===== config.mk =====
export PLATFORM = sky130hd
export DESIGN_NAME = maxr_score
export DESIGN_NICKNAME = d
export VERILOG_FILES = /design/src/maxr_pkg.sv /design/src/maxr_score.sv
export SDC_FILE = /design/constraint.sdc
export NUM_CORES = 1
export LEC_CHECK = 0
export BUFFER_PORTS_ARGS = -buffer_cell sky130_fd_sc_hd__buf_2
export CAP_MARGIN = 15
export CORE_MARGIN = 2
export CORE_UTILIZATION = 55
export DETAILED_ROUTE_END_ITERATION = 10
export GPL_ROUTABILITY_DRIVEN = 0
export PLACE_DENSITY = 0.77
export SLEW_MARGIN = 20
export SYNTH_ARGS = -nofsm -noshare
export SYNTH_HDL_FRONTEND = slang
export SYNTH_SLANG_ARGS = --single-unit
export TNS_END_PERCENT = 5

===== constraint.sdc =====
create_clock -name clock -period 6.1 [get_ports clock]
set_clock_uncertainty 0.05 [all_clocks]
set_input_delay 0.305 -clock clock [delete_from_list [all_inputs] [get_ports clock]]
set_output_delay 0.305 -clock clock [all_outputs]
set_load 0.02 [all_outputs]

===== src/maxr_pkg.sv =====
// shared types and constants for the maxrects rectangle allocator
// no dependencies; imported by maxr_score and the allocator top module
`timescale 1ns / 1ps

package maxr_pkg;

   // default sizing
   localparam int MAX_FREE_RECTS_DEF = 64;
   localparam int COORD_BITS_DEF     = 16;

   // configuration register indexes
   localparam logic [2:0] REG_BIN_MAX_WIDTH  = 3'd0;
   localparam logic [2:0] REG_BIN_MAX_HEIGHT = 3'd1;
   localparam logic [2:0] REG_EDGE_PADDING   = 3'd2;
   localparam logic [2:0] REG_BORDER_MARGIN  = 3'd3;
   localparam logic [2:0] REG_FIT_HEURISTIC  = 3'd4;
   localparam logic [2:0] REG_ALLOW_ROTATION = 3'd5;
   localparam logic [2:0] REG_SIZE_MODE      = 3'd6;

   // register reset values
   localparam logic [15:0] BIN_MAX_RESET = 16'd1024;

   // fit heuristics
   localparam logic [1:0] HEUR_SHORT_SIDE = 2'd0;
   localparam logic [1:0] HEUR_LONG_SIDE  = 2'd1;
   localparam logic [1:0] HEUR_AREA       = 2'd2;

   // request actions
   localparam logic ACT_ADD   = 1'b0;
   localparam logic ACT_CLEAR = 1'b1;

   // size mode bit positions
   localparam int MODE_SMART  = 0;
   localparam int MODE_POW2   = 1;
   localparam int MODE_SQUARE = 2;

   // index of the last split fragment per overlapped entry
   localparam logic [1:0] FRAG_LAST = 2'd3;

   typedef enum logic [4:0] {
      ST_INIT,
      ST_IDLE,
      ST_CLEAR,
      ST_FIND_RD,
      ST_FIND_EV,
      ST_FIND_CMP,
      ST_PASS1_RD,
      ST_PASS1_EV,
      ST_PASS2_RD,
      ST_PASS2_EV,
      ST_FRAG,
      ST_PR_I_RD,
      ST_PR_I_EV,
      ST_PR_J_RD,
      ST_PR_J_EV,
      ST_CMP_RD,
      ST_CMP_EV,
      ST_POW2,
      ST_RESP
   } state_type;

endpackage


===== src/maxr_score.sv =====
// fit test and heuristic score of one free entry, registered
// depends on maxr_pkg for the heuristic codes
`timescale 1ns / 1ps

module maxr_score #(
   parameter int COORD_BITS = maxr_pkg::COORD_BITS_DEF
) (
   input  logic                      clock,
   input  logic                      en,
   input  logic [1:0]                heur,
   input  logic [COORD_BITS:0]       fx,
   input  logic [COORD_BITS:0]       fy,
   input  logic [COORD_BITS:0]       fw,
   input  logic [COORD_BITS:0]       fh,
   input  logic [15:0]               tw,
   input  logic [15:0]               th,
   output logic                      fit,
   output logic [2*COORD_BITS+1:0]   prim,
   output logic [COORD_BITS:0]       sec,
   output logic [COORD_BITS:0]       px,
   output logic [COORD_BITS:0]       py
);

   import maxr_pkg::*;

   localparam int XW = COORD_BITS + 1;
   localparam int PW = 2 * XW;
   localparam int WW = (XW > 16) ? XW : 16;

   logic [WW-1:0] fw_e, fh_e, tw_e, th_e;
   logic [XW-1:0] lh, lv, sh, lg;
   logic [PW-1:0] area;
   logic          fit_in;
   logic [PW-1:0] prim_in;
   logic [XW-1:0] sec_in;

   logic          fit_ff;
   logic [PW-1:0] prim_ff;
   logic [XW-1:0] sec_ff, px_ff, py_ff;

   // leftover sides and area of the candidate
   always_comb begin
      fw_e   = WW'(fw);
      fh_e   = WW'(fh);
      tw_e   = WW'(tw);
      th_e   = WW'(th);
      fit_in = (fw_e >= tw_e) && (fh_e >= th_e);
      lh     = XW'(fw_e - tw_e);
      lv     = XW'(fh_e - th_e);
      sh     = (lh < lv) ? lh : lv;
      lg     = (lh < lv) ? lv : lh;
      area   = PW'(fw) * PW'(fh);
      case (heur)
         HEUR_LONG_SIDE: begin
            prim_in = PW'(lg);
            sec_in  = sh;
         end
         HEUR_AREA: begin
            prim_in = area;
            sec_in  = sh;
         end
         default: begin
            prim_in = PW'(sh);
            sec_in  = lg;
         end
      endcase
   end

   // score register
   always_ff @(posedge clock) begin
      if (en) begin
         fit_ff  <= fit_in;
         prim_ff <= prim_in;
         sec_ff  <= sec_in;
         px_ff   <= fx;
         py_ff   <= fy;
      end
   end

   assign fit  = fit_ff;
   assign prim = prim_ff;
   assign sec  = sec_ff;
   assign px   = px_ff;
   assign py   = py_ff;

endmodule


==> run_results.csv <==
group,metric,value,unit
die,die_h,171,µm
synthesis,yosysSeqAreaShare,16.9,%
global_route,grt_pass1_wl,66.1,mm
detailed_routing,detail_route.iter0.violations,1038,
die,die_w,171,µm
final_layout,nets,2346,
critical_path,endpoint,"prim[33]",
synthesis,netlist_instances,1654,
status,status,"complete, no violations",
power_and_ir_drop,power_frac_clock,5.3,%
sta,fin_crit_sh,96.0,%
sta,slew_viol_final,0,
synthesis,synth_cell_types,68,
sta,fin_crit,5860,ps
cts,cts.clk_slew.worst_paths,70,ps
final_layout,syn2layout_area_growth,12.8,%
critical_path,worstPathRequired,6110,ps
detailed_routing,drt-pass1-iter-count,6,
cts,cts_num_sinks,86,
die,boundaryPins,190,
critical_path,critPathCaptureType,"register",
critical_path,startpoint_type,"input pin",
power_and_ir_drop,p_int,4950,µW
critical_path,cp.arrival,5860,ps
synthesis,ys_ff_latch,86,
critical_path,path_cells,"buf_2 -> nand2_1 -> fa_1 -> fa_1 -> fa_1 -> fa_1 -> inv_1 -> fa_1 -> inv_1 -> fa_1 -> inv_1 -> ha_1 -> inv_1 -> nor2_1 -> a221o_1 -> a2111oi_4 -> nor2_1 -> a221oi_2 -> xnor2_1 -> nor2_1",
worst_hold_path,hp-class,"in -> reg",
final_layout,post-route-util,63.5,%
synthesis,yosysWarnings,0,
place,io_buffers,189,
detailed_routing,routed_via_density,5.65,
synthesis,synth_async_sr_flop_share,0,%
detailed_routing,antenna_left,0,
sta,tightest_slew,1060,ps
detailed_routing,routed_wl,41.2,mm
synthesis,yosys.cell_count.top_type,"inv_1",
final_layout,n_antenna_cell,0,
cts,cts_tree,"built",
global_route,grt_pass1_vias,13227,
die,start_util,56.3,%
sta,finalHoldViolCount,0,
synthesis,ys_top_cells_by_area,"fa_1, edfxtp_1, ha_1",
synthesis,synth_area,15300,µm²
synthesis,synth_top_cell_area_share,29.6,%
power_and_ir_drop,switchingPower,5470,µW
synthesis,synth_commonest_cells,"inv_1, fa_1, nand2_1, ha_1, and2_1",
power_and_ir_drop,p_comb_share,86.1,%
synthesis,synthFlopType,"edfxtp_1",
power_and_ir_drop,switching_share,52.5,%
detailed_routing,dr_total_vias,12635,
sta,final-setup-viol-count,0,
synthesis,synth_edf_count,86,
critical_path,critical_path_class,"in -> reg",
die,rows,60,
critical_path,startpoint,"fw[8]",
sta,tns,0,ps
cts,h-tree-depth,3,
power_and_ir_drop,leakagePower,0.00876,µW
global_route,grt_usage,29.4,%
global_route,antenna_found_initial,0,
synthesis,yosysTopAreaCell,"fa_1",
die,die-area,29100,µm²
cts,ctsHoldBuffers,0,
critical_path,crit_path_max_fanout,14,
worst_hold_path,worstHoldStart,"fx[13]",
sta,rsz0062_at_grt,"yes",
sta,fmax,171,MHz
final_layout,fillers,2275,
final_layout,drive_gt1_share,16.0,%
critical_path,crit_path_frequent_cell,"fa_1",
global_route,grt-ovfl-total,0,
critical_path,crit_slowest_cell,"fa_1",
cts,clockBufferDepth,2,
place,hpwl,34.5,mm
global_route,grt_max_degree,87,
detailed_routing,wire_per_inst,18.4,µm
die,core,27100,µm²
detailed_routing,drc,0,
job,drv_cap,0,
synthesis,syn_area_per_cell,9.23,µm²
sta,relSlewSlack,29.5,%
synthesis,syn-num-nets,2142,
critical_path,cp_slowest_stage_delay,560,ps
cts,cts_made_buffers,9,
power_and_ir_drop,p_per_area,605,nW/µm²
power_and_ir_drop,ir_drop,0.723,mV
cts,ctsRootBufferMaster,"clkbuf_16",
power_and_ir_drop,seqPwrFrac,8.7,%
[power by group through the flow]
stage                     Combinational (µW)  Clock (µW)  Sequential (µW)
after floorplan                         6170           0             1100
after global placement                  8690           0              912
after detailed placement                8810           0              914
after CTS                               8890         554              905
after global routing                   10000         578              915
final                                   8970         549              903
[sequential cells by signal, summed over array words and instances (netlist names)]
register  cells
prim         34
px           17
py           17
sec          17
fit           1
[stage by stage]
step | area [µm²] | cells | hold WS (ps) | setup WS (ps) | power [µW]
detailed placement | 16900 | 2219 | 433 | -46.5 | 9720
finish | 17200 | 2235 | 85.4 | 244 | 10400
global route | 17200 | 2235 | 76.9 | -0.0853 | 11500
floorplan | 15300 | 1654 | 354 | 140 | 7270
global placement | 16900 | 2219 | 431 | 15.6 | 9610
CTS | 17200 | 2235 | 78.2 | 302 | 10400
[layer usage]
layer | vias up | wire (µm) | track usage [%]
li1 | 5686 | - | -
met1 | 6213 | 15900 | 36.4
met2 | 609 | 20200 | 50.6
met3 | 127 | 3050 | 4.60
met4 | 0 | 2090 | 13.8
met5 | - | 0 | 0
[final cells by class]
type	instances	area [µm²]	area share, %
Multi-Input combinational cell	1166	11200	64.8
Sequential cell	86	2580	15.0
Timing Repair Buffer	252	1420	8.27
Inverter	343	1290	7.48
Tap cell	372	465	2.70
Clock buffer	10	229	1.33
Clock inverter	6	67.6	0.392
[kinds of logic after synthesis]
family	after synthesis	share of synthesized area, %
compound gates	239	10.7
xor+xnor	54	3.15
fa+ha+maj	384	42.6
buf+inv	402	10.1
flops	86	16.9
mux	26	1.96
simple gates	463	14.6
[timing repair]
action | CTS | global route
setup endpoints to repair | 0 | 3
gates resized for setup | 0 | 2
buffers inserted | 0 | 0
[critical path, delay by kind of cell]
family | cells | cell delay, ps
buf+inv | 5 | 600
xor+xnor | 1 | 160
compound gates | 3 | 1110
simple gates | 4 | 360
fa+ha+maj | 7 | 3330
[cells in the final DEF, fill, tap and decap left out, types with 6 or more instances in the layout]
master     instances
inv_1            343
fa_1             226
nand2_1          212
buf_2            187
ha_1             158
and2_1           128
edfxtp_1          86
buf_4             64
a21oi_1           61
nor2_1            52
o21ai_0           43
a21o_1            31
xnor2_1           27
xor2_1            26
a31oi_1           13
o21a_1            12
nand3_1           12
mux2i_1           10
nand2b_1           9
a211oi_1           9
nand4_1            9
nor3_1             9
clkbuf_16          9
and3_1             8
o21bai_1           8
mux2_2             8
nor2b_1            6
[worst min-delay path by stage]
stage	depth (start not counted)	endpoint	slack (ps)
2_1_floorplan	0	px[0]	350
3_3_place_gp	1	px[13]	430
3_5_place_dp	1	py[9]	430
4_1_cts	1	py[12]	80
5_1_grt	1	px[16]	80
6_report	1	px[13]	90
(Power assumes the default switching activity.)
