===== config.mk =====
export PLATFORM = sky130hd
export DESIGN_NAME = maxr_ram
export DESIGN_NICKNAME = d
export VERILOG_FILES = /design/src/maxr_ram.sv
export SDC_FILE = /design/constraint.sdc
export NUM_CORES = 1
export LEC_CHECK = 0
export ABC_CLOCK_PERIOD_IN_PS = 2200
export BUFFER_PORTS_ARGS = -buffer_cell sky130_fd_sc_hd__buf_2
export CAP_MARGIN = 20
export CORE_AREA = 2 2 125 127
export CTS_BUF_LIST = sky130_fd_sc_hd__clkbuf_2 sky130_fd_sc_hd__clkbuf_4 sky130_fd_sc_hd__clkbuf_8
export DETAILED_ROUTE_END_ITERATION = 8
export DIE_AREA = 0 0 127 129
export SLEW_MARGIN = 20
export SYNTH_ARGS = -nofsm -noshare
export SYNTH_HDL_FRONTEND = slang
export SYNTH_SLANG_ARGS = --single-unit

===== constraint.sdc =====
create_clock -name clock -period 2.2 [get_ports clock]
set_input_delay 0.33 -clock clock [delete_from_list [all_inputs] [get_ports clock]]
set_output_delay 0.33 -clock clock [all_outputs]
set_load 0.02 [all_outputs]

===== src/maxr_ram.sv =====
// generic single write port, single read port ram with registered read
// no dependencies
`timescale 1ns / 1ps

module maxr_ram #(
   parameter int WIDTH = 8,
   parameter int DEPTH = 16
) (
   input  logic                     clock,
   input  logic                     wr_en,
   input  logic [$clog2(DEPTH)-1:0] wr_addr,
   input  logic [WIDTH-1:0]         wr_data,
   input  logic [$clog2(DEPTH)-1:0] rd_addr,
   output logic [WIDTH-1:0]         rd_data
);

   logic [WIDTH-1:0] mem_ff [DEPTH];
   logic [WIDTH-1:0] rd_data_ff;

   // write port
   always_ff @(posedge clock) begin
      if (wr_en) begin
         mem_ff[wr_addr] <= wr_data;
      end
   end

   // registered read port
   always_ff @(posedge clock) begin
      rd_data_ff <= mem_ff[rd_addr];
   end

   assign rd_data = rd_data_ff;

endmodule


==> results of run 1 <==
area by class of cell:
cell class                      count  share of cell area, %
Timing Repair Buffer               44                   4.88
Tap cell                          188                   3.92
Clock inverter                     15                   2.94
Clock buffer                       17                   3.90
Multi-Input combinational cell     83                   17.6
Sequential cell                   136                   66.7
flip-flops by register name, summed over array words and instances (netlist names):
name	count
mem_ff	128
rd_data	8
layer usage:
metal / track usage, % / vias to the layer above / routed length (um) / share of wire (%)
met1: 17.0 / 1252 / 4330 / 45
met5: 0 / - / 0 / 0
li1: - / 1077 / - / -
met3: 3.99 / 14 / 602 / 6.2
met2: 20.2 / 77 / 4670 / 48
met4: 4.65 / 0 / 127 / 1.3
worst max-delay path: stages, from the launching register on:
cell,delay [ns]
edfxtp_1,0.36
mux4_1,0.54
a22oi_1,0.27
nand2_1,0.11
through the flow:
stage	util [%]	hold slack [ns]
3_3_place_gp	37.3	0.658
4_1_cts	40.1	0.251
2_1_floorplan	-	0.429
5_1_grt	40.1	0.264
3_5_place_dp	37.3	0.663
6_report	40.1	0.279
report_power, final:
group | leakage (nW) | switching (W) | total (W) | internal, W
clock network | 0.192 | 0.000959 | 0.00208 | 0.00112
registers | 1.22 | 0.0000160 | 0.00291 | 0.00289
logic | 0.581 | 0.000169 | 0.000286 | 0.000117
total | 2.00 | 0.00114 | 0.00527 | 0.00413
how the worst min path moves through the flow:
stage	end	cells after the start
after floorplan	mem_ff[0][0]	0
after global placement	rd_data[3]	3
after detailed placement	rd_data[3]	3
after CTS	mem_ff[15][7]	1
after global routing	mem_ff[15][7]	1
final	mem_ff[15][7]	1
synthesized netlist by cell type:
cell             number
buf_2                 3
nor2_1               13
clkdlybuf4s25_2       3
and2b_1               1
nor2b_1               1
buf_4                 1
edfxtp_1            128
mux4_1               14
and2_1                1
or3b_2                1
buf_6                 3
nand3_1               1
nor3_1                4
nand2_1               9
mux4_2               18
a22oi_1              16
nand3b_1              2
nand2b_1              2
dfxtp_1               8
cells in the final DEF (no fill, tap or decap), types with 5 or more instances in the layout:
cell type and count:
clkbuf_8 17, clkinvlp_4 5, buf_2 25, mux4_2 18, mux4_1 14, nand2_1 9
buf_4 17, dfxtp_1 8, a22oi_1 16, edfxtp_1 128, nor2_1 13
cells by family after synthesis:
logic type | count (synthesis) | synth area share, %
flip-flops | 136 | 77.8
AND/OR/NAND/NOR | 35 | 3.18
multiplexers | 32 | 15.0
AO/OA/AOI/OAI | 16 | 2.33
buffers and inverters | 10 | 1.68
==> out/metrics.yaml, run 1 <==
cp_data_arrival_time_ns: 1.71
hold_viol: 0
setup.worst_path.start: "mem_ff[5][0]"
postCtsHoldBufs: 0
preCtsSetupSlack_ns: 0.330
synth-seq-area-share_pct: 77.8
cts_resized: 0
wirelength_um: 9730
worst_setup_path_start_kind: "flop"
worst_slack_ns: 0.807
hp-class: "in -> reg"
place_area_mm2: 0.00559
synth.area.top_cells: "edfxtp_1 (75%), mux4_2 (7.9%), mux4_1 (7.1%)"
min_from: "wr_data[7]"
cts_tree: "built"
num_vias: 2420
synth.net_count: 247
finalSetupTns_ns: 0
cp-endpoint: "rd_data[0]"
p_per_area_mw_per_mm2: 879
gp_congestion: 0.693
area_delta_synth_final_pct: 16.6
period_minus_slack_ns: 1.39
clock-sinks: 136
design_area_mm2: 0.00600
drive_gt1_share_pct: 31.9
fillers: 1333
rsz0062_at_grt: "false"
worst_setup_hold_path_clk_slew_ns: 0.08
crit_required_ns: 2.52
final_nets: 300
vias_per_cell: 5.01
die-width_um: 127
drv_slew: 0
drt_iter0_drc: 272
drtPass1Iterations: 4
p_total_w: 0.00527
synth.avg_cell_area_um2: 22.5
crit_type: "reg -> reg"
r2r_end: "rd_data[0]"
reg2reg_from: "mem_ff[5][0]"
final-seq-area_mm2: 0.00400
clk_latency_ns: 0.44
final-instance-count-excl-fill: 483
rr_worst_depth: 3
num_io_pins: 26
ys.warnings.count: 0
multi_input_area_mm2: 0.00106
period_share_pct: 63.3
core.rowCount: 45
diodes: 0
p_leak_nw: 2.00
dp_hpwl_um: 6250
wl_per_cell_um: 20.1
gr-total-overflow: 0
synth_area_mm2: 0.00515
drv_cap: 0
finalSetupViolCount: 0
core_area_mm2: 0.0150
reg2reg_slack_ns: 0.81
fin_skew_ns: 0.00818
slew_headroom_pct: 58.8
post_cts_buffers: 0
grt_max_degree: 33
cts_buffers: 17
initial_utilization_pct: 34.4
die_y_um: 129
grt_pass1_vias: 2522
die_area_mm2: 0.0164
grt_pass1_wl_um: 15000
cts_max_path_buffers: 2
portBuffers: 25
yosysUniqueCellTypes: 19
cts_root_buf: "clkbuf_8"
syn_inst: 229
status: "finished, final reports clean"
fmax_mhz: 718
critPathMaxFanout: 1
track_usage_pct: 12.8
antenna_found_initial: 0
antenna_left: 0
ys_ff_latch: 136
post-route-drc-count: 0
htreeDepth: 4
synth_largest_area_cell: "edfxtp_1"
dp_cells: 451
irDropWorstVdd_mv: 0.407
setup.worst_path.end_class: "flop"
synth_top_area_share_pct: 74.7
worst_pin_slew_ns: 0.616
Power figures use the tool's default switching activity.
==> run 2, diff against run 1 <==
- ABC_CLOCK_PERIOD_IN_PS: 2200 -> 1200
- clock period: 2.2 -> 1.2 ns (I/O delays scaled with it)
==> run 2 against run 1 <==
Non-clock buffer count increased by 16; sequential power is 84% higher; register-to-register slack got worse by 0.87 ns; largest power group unchanged; critical path type unchanged; the run now ends with negative setup slack left; critical path depth is the same; routed wire length up 0.67%.
==> out/metrics.yaml, run 2 (same netlist as run 1, synthesis figures left out) <==
status: "complete, but fails checks"  # was finished, final reports clean
violations: "negative setup slack"
antenna_left: 0  # unchanged
track_usage_pct: 13.2  # was 12.8%
dp_hpwl_um: 6690  # was 6250 um
drtPass1Iterations: 6  # was 4
grt_pass1_vias: 2600  # was 2522
fin_skew_ns: 0.00759  # was 0.00818 ns
wl_met1_um: 4240  # was 4330 um
top_layer: "met4"  # unchanged
die-width_um: 127  # unchanged
num_vias: 2428  # was 2420
wl_per_cell_um: 19.6  # was 20.1 um
cts_max_path_buffers: 2  # unchanged
initial_utilization_pct: 34.4  # unchanged
p_per_area_mw_per_mm2: 1580  # was 879 mW/mm2
cts_buffers: 17  # unchanged
post-route-drc-count: 0  # unchanged
hold_depth: 1  # unchanged
dp_cells: 467  # was 451
worst_setup_hold_path_clk_slew_ns: 0.07  # was 0.08 ns
drt_iter0_drc: 289  # was 272
layout_common_cells: "edfxtp_1 (128), mux4_2 (32), buf_4 (28)"  # was edfxtp_1 (128), buf_2 (25), mux4_2 (18)
cts_root_buf: "clkbuf_8"  # unchanged
setup.worst_path.end_class: "flop"  # unchanged
regMostFlops: "mem_ff"  # unchanged
clock-sinks: 136  # unchanged
hold_viol: 0  # unchanged
final_nets: 316  # was 300
clk_latency_ns: 0.43  # was 0.44 ns
largest_reg_flops: 128  # unchanged
core_area_mm2: 0.0150  # unchanged
crit_type: "reg -> reg"  # unchanged
grt_pass1_wl_um: 15300  # was 15000 um
reg2reg_from: "mem_ff[11][7]"  # was mem_ff[5][0]
wl_met3_um: 637  # was 602 um
period_share_pct: 105  # was 63.3%
hold_path_end: "mem_ff[11][0]"  # was mem_ff[15][7]
final-instance-count-excl-fill: 499  # was 483
p_leak_nw: 2.06  # was 2.00 nW
reg2reg_slack_ns: -0.07  # was 0.81 ns
rr_worst_depth: 3  # unchanged
htreeDepth: 4  # unchanged
antenna_found_initial: 0  # unchanged
worst_slack_ns: -0.0655  # was 0.807 ns
routed-wl-met2_um: 4740  # was 4670 um
drv_slew: 0  # unchanged
worst_pin_slew_ns: 0.857  # was 0.616 ns
rsz0062_at_grt: "true"  # was false
cts_tree: "built"  # unchanged
fmax_mhz: 790  # was 718 MHz
vias_per_cell: 4.87  # was 5.01
gr-total-overflow: 0  # unchanged
num_io_pins: 26  # unchanged
layout_commonest_cell: "edfxtp_1"  # unchanged
min_from: "wr_data[0]"  # was wr_data[7]
crit_required_ns: 1.51  # was 2.52 ns
finalSetupViolCount: 8  # was 0
area_delta_synth_final_pct: 21.2  # was 16.6%
post-route-util_pct: 41.7  # was 40.1%
irDropWorstVdd_mv: 0.569  # was 0.407 mV
p_total_w: 0.00986  # was 0.00527 W
gp_congestion: 0.723  # was 0.693
diodes: 0  # unchanged
worst_setup_path_start_kind: "flop"  # unchanged
r2r_end: "rd_data[7]"  # was rd_data[0]
period_minus_slack_ns: 1.27  # was 1.39 ns
drv_cap: 0  # unchanged
wirelength_um: 9800  # was 9730 um
die_y_um: 129  # unchanged
grt_max_degree: 18  # was 33
critPathMaxFanout: 1  # unchanged
drive_gt1_share_pct: 44.7  # was 31.9%
die_area_mm2: 0.0164  # unchanged
hp-class: "in -> reg"  # unchanged
slew_headroom_pct: 42.8  # was 58.8%
core.rowCount: 45  # unchanged
portBuffers: 25  # unchanged
cp_data_arrival_time_ns: 1.58  # was 1.71 ns
[run 2: cell types whose count changed in the layout (fill, tap and decap cells not counted), moves of 2 or more]
cell and delta:
buf_12 +5, a22oi_1 -9, clkinvlp_4 -2, a22oi_2 +9
mux4_1 -14, nor3_2 +3, nor2_4 +3, clkinv_1 +2
nor3_1 -4, nor2_1 -3, inv_6 -2, buf_4 +11
mux4_2 +14
[run 2: layout make-up]
| cell class | instances | area, um2 |
|---|---|---|
| clock buffer | 18 | 241 |
| fill | 1316 | 8740 |
| clock inverter | 14 | 181 |
| timing repair buffer | 60 | 475 |
| tap | 188 | 235 |
| multi-input combinational | 83 | 1100 |
| sequential | 136 | 4010 |
[run 2: worst max-delay path by stage]
stage	slack, ns	start	end
final	-0.07	mem_ff[11][7]	rd_data[7]
after global routing	-0.11	mem_ff[11][7]	rd_data[7]
after global placement	-0.42	rd_addr[0]	rd_data[7]
after CTS	-0.08	mem_ff[4][5]	rd_data[5]
after floorplan	-0.11	wr_addr[2]	mem_ff[0][0]
after detailed placement	-0.41	rd_addr[0]	rd_data[0]
[run 2: worst max-delay path, cell delays in order, from the launching register on]
cell and delay (ns):
edfxtp_1 0.37, mux4_2 0.49, a22oi_2 0.22, nand2_1 0.07
[run 2: what timing repair did]
item	4_1_cts	5_1_grt
hold buffers	0	0
setup endpoints to repair	9	8
gates resized for setup	10	1
pin swaps	3	1
cloned	0	0
buffers inserted	0	0
[run 2: through the flow]
step	worst slack, ns	hold WS [ns]	setup TNS [ns]	area (um2)
4_1_cts	-0.0756	0.113	-0.429	6230
3_3_place_gp	-0.418	0.572	-18.03	5770
5_1_grt	-0.113	0.126	-0.728	6240
3_5_place_dp	-0.410	0.579	-20.02	5770
6_report	-0.0655	0.141	-0.308	6240
2_1_floorplan	-0.113	0.279	-1.22	5180
[run 2: power by group]
group / total [W] / switching [W] / internal [W]
sequential: 0.00534 / 0.0000327 / 0.00531
clock: 0.00391 / 0.00165 / 0.00226
combinational: 0.000613 / 0.000344 / 0.000270
[run 2: metal layers]
metal / vias to the layer above / global-route usage [%]
met4: 0 / 5.75
met2: 81 / 21.2
met3: 15 / 3.41
li1: 1096 / -
met1: 1236 / 17.0
met5: - / 0
==> run 3, diff against run 2 <==
- CORE_AREA: 2 2 125 127 -> 2 2 160 99
- DIE_AREA: 0 0 127 129 -> 0 0 162 101
==> run 3 against run 2 <==
The run still ends with negative setup slack left; non-clock buffer count down 2; sequential cell count unchanged; clock skew is 0.00080 ns lower; largest power group unchanged; critical path type unchanged; sequential power hardly changed.
==> out/metrics.yaml, run 3 (same netlist as run 1, synthesis figures left out) <==
multi_input_area_mm2: 0.00111  # was 0.00110 mm2
hp-class: "in -> reg"  # unchanged
clk_latency_ns: 0.43  # about the same
drtPass1Iterations: 4  # was 6
worst_slack_ns: -0.128  # was -0.0655 ns
wl_met3_um: 465  # was 637 um
finalSetupViolCount: 8  # unchanged
cp_data_arrival_time_ns: 1.65  # was 1.58 ns
rsz0062_at_grt: "true"  # unchanged
die_area_mm2: 0.0164  # about the same
area_delta_synth_final_pct: 21.6  # was 21.2%
final_nets: 314  # was 316
num_io_pins: 26  # unchanged
cts_root_buf: "clkbuf_8"  # unchanged
cts_max_path_buffers: 2  # unchanged
gp_congestion: 0.700  # was 0.723
whs_ns: 0.142  # was 0.141 ns
crit_required_ns: 1.52  # was 1.51 ns
crit_type: "reg -> reg"  # unchanged
period_minus_slack_ns: 1.33  # was 1.27 ns
grt_pass1_vias: 2599  # was 2600
status: "complete, but fails checks"  # unchanged
wl_met1_um: 5320  # was 4240 um
wirelength_um: 10800  # was 9800 um
drv_slew: 0  # unchanged
track_usage_pct: 14.5  # was 13.2%
slew_headroom_pct: 36.5  # was 42.8%
fillers: 1322  # was 1316
drive_gt1_share_pct: 44.3  # was 44.7%
antenna_found_initial: 0  # unchanged
gr-total-overflow: 0  # unchanged
p_leak_nw: 2.07  # was 2.06 nW
drt_iter0_drc: 157  # was 289
dp_cells: 481  # was 467
initial_utilization_pct: 34.4  # unchanged
routed-wl-met2_um: 4910  # was 4740 um
cts_tree: "built"  # unchanged
core.rowCount: 35  # was 45
worst_pin_slew_ns: 0.950  # was 0.857 ns
layout_common_cells: "edfxtp_1 (128), mux4_2 (31), buf_2 (25)"  # was edfxtp_1 (128), mux4_2 (32), buf_4 (28)
p_per_area_mw_per_mm2: 1560  # was 1580 mW/mm2
setup.worst_path.end_class: "flop"  # unchanged
wl_per_cell_um: 21.1  # was 19.6 um
die-width_um: 162  # was 127 um
violations: "negative setup slack"  # unchanged
dp_hpwl_um: 7010  # was 6690 um
portBuffers: 25  # unchanged
grt_max_degree: 21  # was 18
die_y_um: 101  # was 129 um
top_layer: "met4"  # unchanged
largest_reg_flops: 128  # unchanged
period_share_pct: 111  # was 105%
final-seq-area_mm2: 0.00400  # was 0.00401 mm2
hold_viol: 0  # unchanged
core_area_mm2: 0.0150  # unchanged
fin_skew_ns: 0.00679  # was 0.00759 ns
vias_per_cell: 4.80  # was 4.87
irDropWorstVdd_mv: 0.887  # was 0.569 mV
cts_buffers: 17  # unchanged
post_cts_buffers: 0  # unchanged
clock-sinks: 136  # unchanged
worst_setup_path_start_kind: "flop"  # unchanged
worst_setup_hold_path_clk_slew_ns: 0.07  # about the same
grt_pass1_wl_um: 16400  # was 15300 um
htreeDepth: 4  # unchanged
regMostFlops: "mem_ff"  # unchanged
drv_cap: 0  # unchanged
postCtsHoldBufs: 0  # unchanged
antenna_left: 0  # unchanged
num_vias: 2464  # was 2428
post-route-drc-count: 0  # unchanged
critPathMaxFanout: 1  # unchanged
final-instance-count-excl-fill: 513  # was 499
fmax_mhz: 753  # was 790 MHz
layout_commonest_cell: "edfxtp_1"  # unchanged
==> run 3: critical path, stage by stage (launching register included) <==
cell and delay (ns):
edfxtp_1 0.37, mux4_2 0.49, a22oi_2 0.28, nand2_1 0.08
==> run 3: where the power goes <==
group	switching [W]	internal (W)
Clock	0.00164	0.00211
Sequential	0.0000310	0.00531
Combinational	0.000362	0.000282
==> run 3: worst paths after layout <==
check / cells past startpoint / start / endpoint / slack [ns]
max reg2reg: 3 / mem_ff[11][1] / rd_data[1] / -0.13
max: 3 / mem_ff[11][1] / rd_data[1] / -0.13
min: 1 / wr_data[6] / mem_ff[5][6] / 0.14
min reg2reg: 3 / mem_ff[15][4] / rd_data[4] / 0.67
==> run 3: stage by stage <==
| step | instance area, um2 | utilization, % | setup TNS [ns] | setup WS, ns | power, W |
|---|---|---|---|---|---|
| floorplan | 5180 | - | -1.22 | -0.113 | 0.00577 |
| global placement | 5820 | 38.9 | -17.60 | -0.511 | 0.00606 |
| detailed placement | 5820 | 38.9 | -17.84 | -0.491 | 0.00608 |
| CTS | 6250 | 41.7 | -0.692 | -0.124 | 0.00982 |
| global route | 6260 | 41.8 | -1.05 | -0.201 | 0.0101 |
| finish | 6260 | 41.8 | -0.624 | -0.128 | 0.00974 |
==> run 3: area by class of cell <==
cell class	count	share of cell area [%]
diodes	1	0.0400
flip-flops and latches	136	64.0
clock buffers	21	4.22
repair buffers	58	7.96
clock inverters	11	2.08
multi-input cells	83	17.7
well taps	203	4.06
==> run 3: layer usage <==
| metal | up-vias | GRT usage [%] |
|---|---|---|
| met3 | 13 | 3.83 |
| met5 | - | 0 |
| li1 | 1095 | - |
| met1 | 1310 | 20.8 |
| met2 | 46 | 21.1 |
| met4 | 0 | 5.58 |
==> run 3: what timing repair did <==
item / CTS / global route
resized for setup: 8 / 2
endpoints found under the setup margin: 8 / 8
pin swaps: 0 / 0
endpoints found under the hold margin: 0 / 0
